==> config.mk <==
export PLATFORM = sky130hd
export DESIGN_NAME = single_outstanding_request_tracker
export DESIGN_NICKNAME = d
export VERILOG_FILES = /design/src/rtl/core/sort_pkg.sv /design/src/rtl/core/sort_in_stage.sv /design/src/rtl/core/sort_engine.sv /design/src/rtl/core/sort_out_stage.sv /design/src/rtl/core/single_outstanding_request_tracker.sv
export SDC_FILE = /design/constraint.sdc
export NUM_CORES = 1
export LEC_CHECK = 0
export BUFFER_PORTS_ARGS = -buffer_cell sky130_fd_sc_hd__buf_2
export CORE_AREA = 4 4 129 131
export DETAILED_ROUTE_END_ITERATION = 12
export DIE_AREA = 0 0 133 135
export HOLD_SLACK_MARGIN = 0.1
export PLACE_DENSITY = 0.86
export SKIP_LAST_GASP = 1
export SYNTH_ARGS = -nofsm -noshare
export SYNTH_HDL_FRONTEND = slang
export SYNTH_SLANG_ARGS = --single-unit
==> constraint.sdc <==
create_clock -name clk -period 2.78 [get_ports clk]
set_clock_uncertainty 0.15 [all_clocks]
set_input_delay 0.417 -clock clk [delete_from_list [all_inputs] [get_ports clk]]
set_output_delay 0.417 -clock clk [all_outputs]
set_load 0.05 [all_outputs]
==> src/rtl/core/sort_pkg.sv <==
// Package for the single outstanding request tracker: types, codes and sizes.
`default_nettype none

package sort_pkg;

	localparam int TAG_BITS = 16;
	localparam int CALL_TAG_W = 16;
	localparam int CMP_W = (TAG_BITS > CALL_TAG_W) ? TAG_BITS : CALL_TAG_W;
	localparam int TICK_W = 16;

	typedef logic [TAG_BITS-1:0]   tag_t;
	typedef logic [CALL_TAG_W-1:0] ctag_t;
	typedef logic [CMP_W-1:0]      cmp_t;
	typedef logic [TICK_W-1:0]     ticks_t;

	localparam ticks_t TIMEOUT_RST = ticks_t'(100);

	// Command codes
	localparam logic [2:0] CMD_CALL     = 3'd0;
	localparam logic [2:0] CMD_POST     = 3'd1;
	localparam logic [2:0] CMD_REPLY    = 3'd2;
	localparam logic [2:0] CMD_TICK     = 3'd3;
	localparam logic [2:0] CMD_CHAN_RST = 3'd4;

	// Outcome codes
	localparam logic [1:0] OC_OK      = 2'd0;
	localparam logic [1:0] OC_TIMEOUT = 2'd1;
	localparam logic [1:0] OC_BAD     = 2'd2;
	localparam logic [1:0] OC_NAK     = 2'd3;

	typedef struct packed {
		logic [2:0]       cmd;
		logic [7:0]       req_command;
		logic [7:0]       req_node;
		logic             fifo_room;
		logic [15:0]      reply_tag;
		logic [7:0]       reply_command;
		logic [7:0]       reply_node;
		logic [1:0]       reply_outcome;
		logic [7:0]       reply_reason;
	} in_item_t;

	typedef struct packed {
		logic             accepted;
		logic             completed;
		logic [1:0]       outcome;
		ctag_t            call_tag;
		logic             busy_res;
		logic [7:0]       nak_reason;
	} res_t;

	// Handshake status between the stages
	typedef struct packed {
		logic advance;
		logic fire;
	} flow_t;

endpackage

`default_nettype wire

==> src/rtl/core/sort_in_stage.sv <==
// Input register stage: holds one accepted transaction for the tracker.
`default_nettype none

module sort_in_stage (
	input  wire logic              clk,
	input  wire logic              arst_n,
	input  wire logic              in_valid,
	output logic                   in_ready,
	input  wire sort_pkg::in_item_t in_item,
	input  wire logic              advance,
	output sort_pkg::flow_t        flow,
	output sort_pkg::in_item_t     item_s1
);

	logic valid_s1;

	assign in_ready = !valid_s1 || advance;
	assign flow.advance = advance;
	assign flow.fire = valid_s1 && advance;

	always_ff @(posedge clk or negedge arst_n) begin
		if (!arst_n) begin
			valid_s1 <= 1'b0;
		end else if (in_ready) begin
			valid_s1 <= in_valid;
		end
	end

	always_ff @(posedge clk) begin
		if (in_valid && in_ready) begin
			item_s1 <= in_item;
		end
	end

endmodule

`default_nettype wire

==> src/rtl/core/sort_engine.sv <==
// Tracker state and per-transaction update logic.
`default_nettype none

module sort_engine (
	input  wire logic               clk,
	input  wire logic               arst_n,
	input  wire logic               cfg_we,
	input  wire sort_pkg::ticks_t   cfg_timeout,
	input  wire sort_pkg::flow_t    flow,
	input  wire sort_pkg::in_item_t item_s1,
	output sort_pkg::res_t          res
);

	sort_pkg::ticks_t timeout_q;
	sort_pkg::tag_t   next_tag_q, next_tag_d, tag_inc;
	logic             in_flight_q, in_flight_d;
	logic             waiting_q, waiting_d;
	sort_pkg::tag_t   pend_tag_q, pend_tag_d;
	logic [7:0]       pend_cmd_q, pend_cmd_d;
	logic [7:0]       pend_node_q, pend_node_d;
	sort_pkg::ticks_t ticks_q, ticks_d;
	logic [7:0]       reason_q, reason_d;
	logic             mismatch;

	assign tag_inc = (next_tag_q + sort_pkg::tag_t'(1) == '0) ? sort_pkg::tag_t'(1)
	                 : next_tag_q + sort_pkg::tag_t'(1);

	assign mismatch = (sort_pkg::cmp_t'(item_s1.reply_tag) != sort_pkg::cmp_t'(pend_tag_q))
	                  || (item_s1.reply_command != pend_cmd_q)
	                  || (item_s1.reply_node != pend_node_q);

	always_comb begin
		next_tag_d  = next_tag_q;
		in_flight_d = in_flight_q;
		waiting_d   = waiting_q;
		pend_tag_d  = pend_tag_q;
		pend_cmd_d  = pend_cmd_q;
		pend_node_d = pend_node_q;
		ticks_d     = ticks_q;
		reason_d    = reason_q;
		res.accepted  = 1'b0;
		res.completed = 1'b0;
		res.outcome   = sort_pkg::OC_OK;
		res.call_tag  = '0;
		case (item_s1.cmd)
			sort_pkg::CMD_CALL: begin
				next_tag_d   = tag_inc;
				res.call_tag = sort_pkg::ctag_t'(next_tag_q);
				if (in_flight_q || !item_s1.fifo_room) begin
					res.completed = 1'b1;
					res.outcome   = sort_pkg::OC_TIMEOUT;
				end else begin
					res.accepted = 1'b1;
					in_flight_d  = 1'b1;
					waiting_d    = 1'b1;
					pend_tag_d   = next_tag_q;
					pend_cmd_d   = item_s1.req_command;
					pend_node_d  = item_s1.req_node;
					ticks_d      = timeout_q;
				end
			end
			sort_pkg::CMD_POST: begin
				res.accepted = item_s1.fifo_room;
			end
			sort_pkg::CMD_REPLY: begin
				in_flight_d = 1'b0;
				if (waiting_q) begin
					waiting_d     = 1'b0;
					res.completed = 1'b1;
					if (mismatch) begin
						res.outcome = sort_pkg::OC_BAD;
					end else begin
						res.outcome = item_s1.reply_outcome;
						reason_d = (item_s1.reply_outcome == sort_pkg::OC_NAK) ?
						           item_s1.reply_reason : 8'd0;
					end
				end
			end
			sort_pkg::CMD_TICK: begin
				if (waiting_q) begin
					if (ticks_q <= sort_pkg::ticks_t'(1)) begin
						ticks_d       = '0;
						waiting_d     = 1'b0;
						in_flight_d   = 1'b0;
						res.completed = 1'b1;
						res.outcome   = sort_pkg::OC_TIMEOUT;
					end else begin
						ticks_d = ticks_q - sort_pkg::ticks_t'(1);
					end
				end
			end
			sort_pkg::CMD_CHAN_RST: begin
				in_flight_d = 1'b0;
			end
			default: begin
			end
		endcase
		res.busy_res   = in_flight_d;
		res.nak_reason = reason_d;
	end

	always_ff @(posedge clk or negedge arst_n) begin
		if (!arst_n) begin
			timeout_q <= sort_pkg::TIMEOUT_RST;
		end else if (cfg_we) begin
			timeout_q <= cfg_timeout;
		end
	end

	always_ff @(posedge clk or negedge arst_n) begin
		if (!arst_n) begin
			next_tag_q  <= sort_pkg::tag_t'(1);
			in_flight_q <= 1'b0;
			waiting_q   <= 1'b0;
			pend_tag_q  <= '0;
			pend_cmd_q  <= '0;
			pend_node_q <= '0;
			ticks_q     <= '0;
			reason_q    <= '0;
		end else if (flow.fire) begin
			next_tag_q  <= next_tag_d;
			in_flight_q <= in_flight_d;
			waiting_q   <= waiting_d;
			pend_tag_q  <= pend_tag_d;
			pend_cmd_q  <= pend_cmd_d;
			pend_node_q <= pend_node_d;
			ticks_q     <= ticks_d;
			reason_q    <= reason_d;
		end
	end

`ifndef SYNTH
	a_flight_waits: assert property (@(posedge clk) disable iff (!arst_n)
		in_flight_q |-> waiting_q) else $error("in-flight call not waiting");
	a_tag_nonzero: assert property (@(posedge clk) disable iff (!arst_n)
		next_tag_q != '0) else $error("tag counter reached zero");
	a_acc_xor_done: assert property (@(posedge clk) disable iff (!arst_n)
		flow.fire |-> !(res.accepted && res.completed))
		else $error("transaction both accepted and completed");
	a_idle_hold: assert property (@(posedge clk) disable iff (!arst_n)
		!flow.fire |=> $stable(next_tag_q) && $stable(waiting_q))
		else $error("state moved without a transaction");
`endif

endmodule

`default_nettype wire

==> src/rtl/core/sort_out_stage.sv <==
// Result register stage towards the master side.
`default_nettype none

module sort_out_stage (
	input  wire logic            clk,
	input  wire logic            arst_n,
	input  wire sort_pkg::flow_t flow,
	input  wire sort_pkg::res_t  res,
	output logic                 advance,
	output logic                 out_valid,
	input  wire logic            out_ready,
	output sort_pkg::res_t       res_q
);

	assign advance = !out_valid || out_ready;

	always_ff @(posedge clk or negedge arst_n) begin
		if (!arst_n) begin
			out_valid <= 1'b0;
		end else if (flow.fire) begin
			out_valid <= 1'b1;
		end else if (out_ready) begin
			out_valid <= 1'b0;
		end
	end

	always_ff @(posedge clk) begin
		if (flow.fire) begin
			res_q <= res;
		end
	end

endmodule

`default_nettype wire

==> src/rtl/core/single_outstanding_request_tracker.sv <==
// Top level of the single outstanding request tracker.
//
//  channel   direction  signals                           contents
//  s_axis    in         s_tvalid s_tready s_tdata s_tuser  one event per transaction
//  m_axis    out        m_tvalid m_tready m_tdata          one result per event
//  cfg       in         cfg_valid cfg_ready cfg_data       timeout_ticks register
//
// One transaction per cycle sustained while m_tready is high; each passes the input
// register, then the result register. The state update sits between the two registers.
// Reset clears all tracker state; timeout_ticks returns to 100.
// A stalled m_tready holds the result; an empty input register still takes one
// transaction, and once it is full s_tready falls. cfg_ready is always high.
`default_nettype none

module single_outstanding_request_tracker (
	input  wire logic        clk,
	input  wire logic        arst_n,
	input  wire logic        s_tvalid,
	output logic             s_tready,
	// req_command[7:0] req_node[15:8] fifo_room[16] reply_tag[32:17]
	// reply_command[40:33] reply_node[48:41] reply_outcome[50:49] reply_reason[58:51]
	input  wire logic [63:0] s_tdata,
	// cmd[2:0]
	input  wire logic [2:0]  s_tuser,
	output logic             m_tvalid,
	input  wire logic        m_tready,
	// accepted[0] completed[1] outcome[3:2] call_tag[19:4] busy_res[20] nak_reason[28:21]
	output logic [31:0]      m_tdata,
	input  wire logic        cfg_valid,
	output logic             cfg_ready,
	input  wire logic [15:0] cfg_data
);

	sort_pkg::in_item_t in_item, item_s1;
	sort_pkg::flow_t    flow;
	sort_pkg::res_t     res, res_q;
	logic               advance;

	assign cfg_ready = 1'b1;

	assign in_item.cmd           = s_tuser;
	assign in_item.req_command   = s_tdata[7:0];
	assign in_item.req_node      = s_tdata[15:8];
	assign in_item.fifo_room     = s_tdata[16];
	assign in_item.reply_tag     = s_tdata[32:17];
	assign in_item.reply_command = s_tdata[40:33];
	assign in_item.reply_node    = s_tdata[48:41];
	assign in_item.reply_outcome = s_tdata[50:49];
	assign in_item.reply_reason  = s_tdata[58:51];

	sort_in_stage u_in (
		.clk      (clk),
		.arst_n   (arst_n),
		.in_valid (s_tvalid),
		.in_ready (s_tready),
		.in_item  (in_item),
		.advance  (advance),
		.flow     (flow),
		.item_s1  (item_s1)
	);

	sort_engine u_engine (
		.clk         (clk),
		.arst_n      (arst_n),
		.cfg_we      (cfg_valid && cfg_ready),
		.cfg_timeout (sort_pkg::ticks_t'(cfg_data)),
		.flow        (flow),
		.item_s1     (item_s1),
		.res         (res)
	);

	sort_out_stage u_out (
		.clk       (clk),
		.arst_n    (arst_n),
		.flow      (flow),
		.res       (res),
		.advance   (advance),
		.out_valid (m_tvalid),
		.out_ready (m_tready),
		.res_q     (res_q)
	);

	assign m_tdata = {3'b000, res_q.nak_reason, res_q.busy_res, res_q.call_tag,
	                  res_q.outcome, res_q.completed, res_q.accepted};

endmodule

`default_nettype wire
# After elaboration in Yosys (flattened, before gate mapping)
# Index checks and enable logic that the tools add are counted.
# Widths: inputs -> output; s select.
classes:
  add_sub_neg: 2
  order_cmp: 1
  n_eq_ne: 10
  muxes: 27
  bitwise_logic: 1
  reduce_logical: 20
ops:
  columns: ["operator", "count"]
  rows:
  - ["$mux 16", 4]
  - ["$mux 8", 4]
  - ["$pmux 16 s2", 1]
  - ["$add 16x1->16 const B", 1]
  - ["$le 16x1->1 const B", 1]
  - ["$logic_not 16->1", 1]
  - ["$ne 16x16->1", 1]
  - ["$ne 8x8->1", 2]
  - ["$sub 16x1->16 const B", 1]
  - ["$mux 3", 4]
  - ["$mux 1", 9]
  - ["$pmux 3 s3", 1]
  - ["$eq 3x2->1 const B", 2]
  - ["$pmux 1 s3", 2]
  - ["$reduce_and 3->1", 2]
  - ["$logic_or 1x1->1", 5]
  - ["$reduce_and 4->1", 1]
  - ["$reduce_bool 2->1", 2]
  - ["$eq 3x1->1 const B", 1]
  - ["$eq 3x3->1 const B", 1]
  - ["$logic_not 1->1", 3]
  - ["$logic_not 3->1", 1]
  - ["$reduce_bool 3->1", 1]
  - ["$eq 2x2->1 const B", 1]
  - ["8 further kinds", 9]
totals:
  ff_bits: 183
  input_bits: 88
  output_inout_bits: 35
  wordCells: 87

# Logic depth before layout (Yosys ltp)
depth:
  word_depth: 6
  depth_mapped: 9
  depth_no_buf: 8

# Hierarchy
# Synthesis repeated with hierarchy kept, for this count alone.
unflattened:
  hier_cells: 563
  area_unflattened_um2: 7764.9
by_module_without_submodules:
  columns: ["module", "n_inst", "cells_each", "area_per_inst_um2", "seq_area_each_um2"]
  rows:
  - ["sort_engine", 1, 457, 4879.7, 2257.2]
  - ["sort_in_stage", 1, 68, 1929.4, 1886.8]
  - ["sort_out_stage", 1, 32, 918.4, 895.9]
  - ["single_outstanding_request_tracker", 1, 6, 37.5, 0.0]

# Worst setup path before layout
# No wires, ideal clock.
synth_path:
  path_type: "flip-flop to flip-flop"
  startpoint: "register u_out.out_valid"
  endpoint: "register, netlist name u_in.item_s1[0]"
  setup_time_ns: 0.426
  arrival_ns: 2.741
  required_ns: 2.204
  setup_slack_ns: -0.537
  stages_incl_launch_ff: 4
  n_path_buf: 0
  synth_period_minus_slack_ns: 3.317
  path_cell_list: "dfrtp_1 -> nor2b_1 -> nand2_1 -> and2_1"
synth_via:
  elab_chain_cells: 4
synth_rtl:
  columns: ["element", "line_no", "rtl"]
  rows:
  - ["start: declaration", "sort_out_stage.sv:10", "output logic out_valid,"]
  - ["start signal: assignment", "sort_out_stage.sv:19", "out_valid <= 1'b0;"]
  - ["start signal: assignment", "sort_out_stage.sv:21", "out_valid <= 1'b1;"]
  - ["start signal: assignment", "sort_out_stage.sv:23", "out_valid <= 1'b0;"]
  - ["$logic_not 1->1", "sort_out_stage.sv:15", "assign advance = !out_valid || out_ready;"]
  - ["$logic_or 1x1->1", "sort_out_stage.sv:15", null]
  - ["$logic_or 1x1->1", "sort_in_stage.sv:17", "assign in_ready = !valid_s1 || advance;"]
  - ["net s_tready", "single_outstanding_request_tracker.sv:19", "output logic s_tready,"]
  - ["$logic_and 1x1->1", "sort_in_stage.sv:30", "if (in_valid && in_ready) begin"]
# The timed path passes the listed nets, and every way through them passes these cells.
# A chain may end at the register's enable or synchronous reset.

# Worst setup path after layout
layout_path:
  startpoint: "register u_engine.ticks_q[7]"
  endpoint: "register u_engine.ticks_q[11]"
layout_via:
  elab_chain_cells: 4
  elab_cells_between_ends: 5
  classes_between: "1 x add/sub; 1 x order compare; 3 x mux"
layout_rtl:
  columns: ["element", "line_no", "rtl"]
  rows:
  - ["start: declaration", "sort_engine.sv:21", "sort_pkg::ticks_t ticks_q, ticks_d;"]
  - ["start signal: assignment", "sort_engine.sv:127", "ticks_q <= ticks_d;"]
  - ["$sub 16x1->16 or $le 16x1->1 (tied branches)", "sort_engine.sv:88, sort_engine.sv:81", null]
  - ["$mux 16 *", "sort_engine.sv:81", "if (ticks_q <= sort_pkg::ticks_t'(1)) begin"]
  - ["$mux 16 *", "sort_engine.sv:80", "if (waiting_q) begin"]
  - ["$pmux 16 s2 *", "sort_engine.sv:45", "case (item_s1.cmd)"]
# Every way passes the cells marked *; elsewhere a longest branch is shown, timed or not. The select of a mux whose other input is x is not followed.

==> impl_metrics.csv <==
group,metric,value,unit
global_routing,grt_pass1_vias,5335,
floorplan,core,15600,sq um
worst_setup_path,r2r_setup_slack,290,ps
logic_synthesis,yosys.area.top_type,"edfxtp_1",
cts,ctsResizeCount,0,
logic_synthesis,syn-instance-count,578,
logic_synthesis,synth_common_cells,"91 x edfxtp_1, 88 x dfrtp_1, 64 x mux2_2",
logic_synthesis,avgSynthCellArea,13.4,sq um
sta,setup_viol,0,
logic_synthesis,synth_mux_area_share,9.41,%
worst_setup_path,crit_type,"reg -> reg",
logic_synthesis,yosysUniqueCellTypes,54,
logic_synthesis,netlist_area,7770,sq um
logic_synthesis,synth_edf_count,91,
logic_synthesis,yosys_warnings,0,
cts,htreeDepth,4,
cts,clkTransAtPathRegs,60,ps
floorplan,rows,46,
logic_synthesis,synthArstFlopShare,50.3,%
global_routing,busiest_layer,"met2",
placed_design,dp.final_hpwl,10.3,mm
sta,finalHoldViolCount,0,
logic_synthesis,synth_fa_ha_area_share,0.644,%
logic_synthesis,synthXorXnorAreaFrac,5.41,%
logic_synthesis,synth.most_common_cell,"edfxtp_1",
floorplan,start_util,49.8,%
sta,fin_tns_setup,0,ps
global_routing,use_met2,31.9,%
cts,cts_root_buf,"clkbuf_16",
run_status,run_status,"complete, no violations",
route,drc,0,
worst_setup_path,critPathRequiredTime,2930,ps
global_routing,globalRoute.totalOverflow,0,
logic_synthesis,yosys.area_share.simple,11.7,%
sta,maxSlewHeadroom,55.3,%
floorplan,die_h,135,um
logic_synthesis,synth_top_family_by_area,"simple AND/OR/NAND/NOR gates",
route,drt_pass1_iterations,5,
placed_design,place_inst,899,
logic_synthesis,ys_seq_elements,183,
pwr,max-vdd-ir-drop,0.000490,V
cells_and_area,seqCellArea,5040,sq um
route,finalWirelength,16.6,mm
sta,finalCritPeriodShare,89.5,%
global_routing,grt_pass1_wl,27.1,mm
sta,min_period,2490,ps
cells_and_area,design_area,10000,sq um
logic_synthesis,synth_compound_area_share,5.72,%
floorplan,ios,123,
min_path,hold_class,"in -> reg",
global_routing,grt_use_total,19.3,%
pwr,power_density,713,nW/um^2
global_routing,grt.met1_usage,24.9,%
cells_and_area,fin_cells,1012,
global_routing,grt_antenna_before_repair,1,
route,vias,5271,
route,routedWlPerCell,16.4,um
sta,max_freq,402,MHz
sta,worst_slew_pin_slew,671,ps
cells_and_area,area_delta_synth_final,28.8,%
worst_setup_path,start_kind,"flop",
global_routing,grt_max_degree,53,
sta,final_max_slew_viol_count,0,
sta,rsz0062_at_grt,"no",
logic_synthesis,seq_area_frac_synth,64.9,%
logic_synthesis,synth-main-ff-cell,"edfxtp_1",
route,drt-vias-per-instance,5.21,
job,maxCapViolCount,0,
placed_design,placed_cell_area,8620,sq um
floorplan,die-area,18000,sq um
cts,cts-buffers-inserted,17,
placed_design,gp_congestion,0.846,
cts,cts_tree,"yes",
cts,clockBufferDepth,2,
cts,clock_latency,430,ps
cells_and_area,fillers,1130,
cells_and_area,nets,874,
cells_and_area,drive_gt1_share,29.9,%
worst_setup_path,crit_arrival,2630,ps
global_routing,met3_usage,4.14,%
logic_synthesis,synth_area_leaders,"edfxtp_1 35%, dfrtp_1 28%, mux2_2 9.3%, xnor2_1 4.8%, nor2_1 1.7%",
floorplan,die_w,133,um
route,ant_nets,0,
pwr,p_leak,4.19,nW
worst_setup_path,endpoint_kind,"flop",
worst_setup_path,cp_max_fo,12,
route,first_iter_violations,378,
cts,cts_sinks,183,
placed_design,portBuffers,113,
cells_and_area,multi_input_area,2570,sq um
logic_synthesis,synth.top_cell.area_share,35.2,%
where the power goes:
part	total [mW]	internal, mW	switching (mW)
registers	3.54	3.23	0.307
logic	1.19	0.554	0.639
clock network	2.41	1.41	0.998
cells by family (layout without fill, tap and decap cells):
group,count (synthesis),count (layout)
AOI/OAI and AO/OA,74,74
xor gates and xnor gates,48,48
adders and majority gates,4,4
buffers and inverters,34,249
DFF,183,183
muxes,65,65
other,2,5
and+or+nand+nor,168,168
area by class of cell:
| type | count | area share (%) |
|---|---|---|
| sequential | 183 | 50.4 |
| multi-input combinational | 363 | 25.7 |
| timing repair buffer | 210 | 15.1 |
| clock buffer | 19 | 4.33 |
| tap | 216 | 2.70 |
| clock inverter | 13 | 1.56 |
| inverter | 7 | 0.263 |
| antenna | 1 | 0.0250 |
metal layers:
metal	wire, um	up-vias	share of wire, %
li1	-	2515	-
met1	6930	2545	42
met2	8410	183	51
met5	0	-	0
met3	944	28	5.7
met4	343	0	2.1
critical path, cell delays in order, from the launching register on:
cell     delay [ps]
dfrtp_1         400
or4_4           570
or4b_4          590
o21ai_2         150
buf_4           200
nor2_2           70
a22oi_1         150
o21ai_1          80
placed cells by master (no fill, tap or decap), drive strengths merged, types with 5 or more instances in the layout:
master	count
nand4	12
and3	12
nor2	38
mux2	64
nand3	10
dfrtp	88
clkbuf	19
dlygate4sd3	80
edfxtp	91
xnor2	43
inv	9
nand2	29
buf	130
o21ai	34
a21oi	15
xor2	5
nor3	14
clkinv	8
and2	19
nor4	13
worst paths after layout:
check / cells past startpoint / start / endpoint
min in group asynchronous: 2 / arst_n / u_engine.reason_q[0]
worst min-delay path: 3 / m_tready / u_out.out_valid
worst min register to register: 1 / u_in.item_s1[47] / u_engine.pend_node_q[4]
worst max-delay path: 7 / u_engine.ticks_q[7] / u_engine.ticks_q[11]
max in group asynchronous: 3 / arst_n / u_engine.next_tag_q[0]
worst max register to register: 7 / u_engine.ticks_q[7] / u_engine.ticks_q[11]
flip-flops by register name (all words and copies together), names as in the netlist:
signal and count:
u_engine.in_flight_q 1, u_engine.next_tag_q 16, u_engine.pend_cmd_q 8, u_engine.pend_node_q 8
u_engine.pend_tag_q 16, u_engine.reason_q 8, u_engine.ticks_q 16, u_engine.timeout_q 16
u_engine.waiting_q 1, u_in.item_s1 62, u_in.valid_s1 1, u_out.out_valid 1
u_out.res_q 29
timing repair:
item / 4_1_cts / 5_1_grt
hold buffers: 80 / 0
setup buffers: 0 / 0
endpoints found under the hold margin: 116 / 0
per-stage QoR:
stage          power, mW  worst slack [ps]  hold WS, ps  util, %
2_1_floorplan       4.31               116        -28.6        -
3_3_place_gp        4.59               356          296     55.2
3_5_place_dp        4.67               310          290     55.2
4_1_cts             7.16               297          143     64.2
5_1_grt             7.46               178          176     64.2
6_report            7.14               293          154     64.2
No activity file was read; power rests on OpenSTA's default activity.
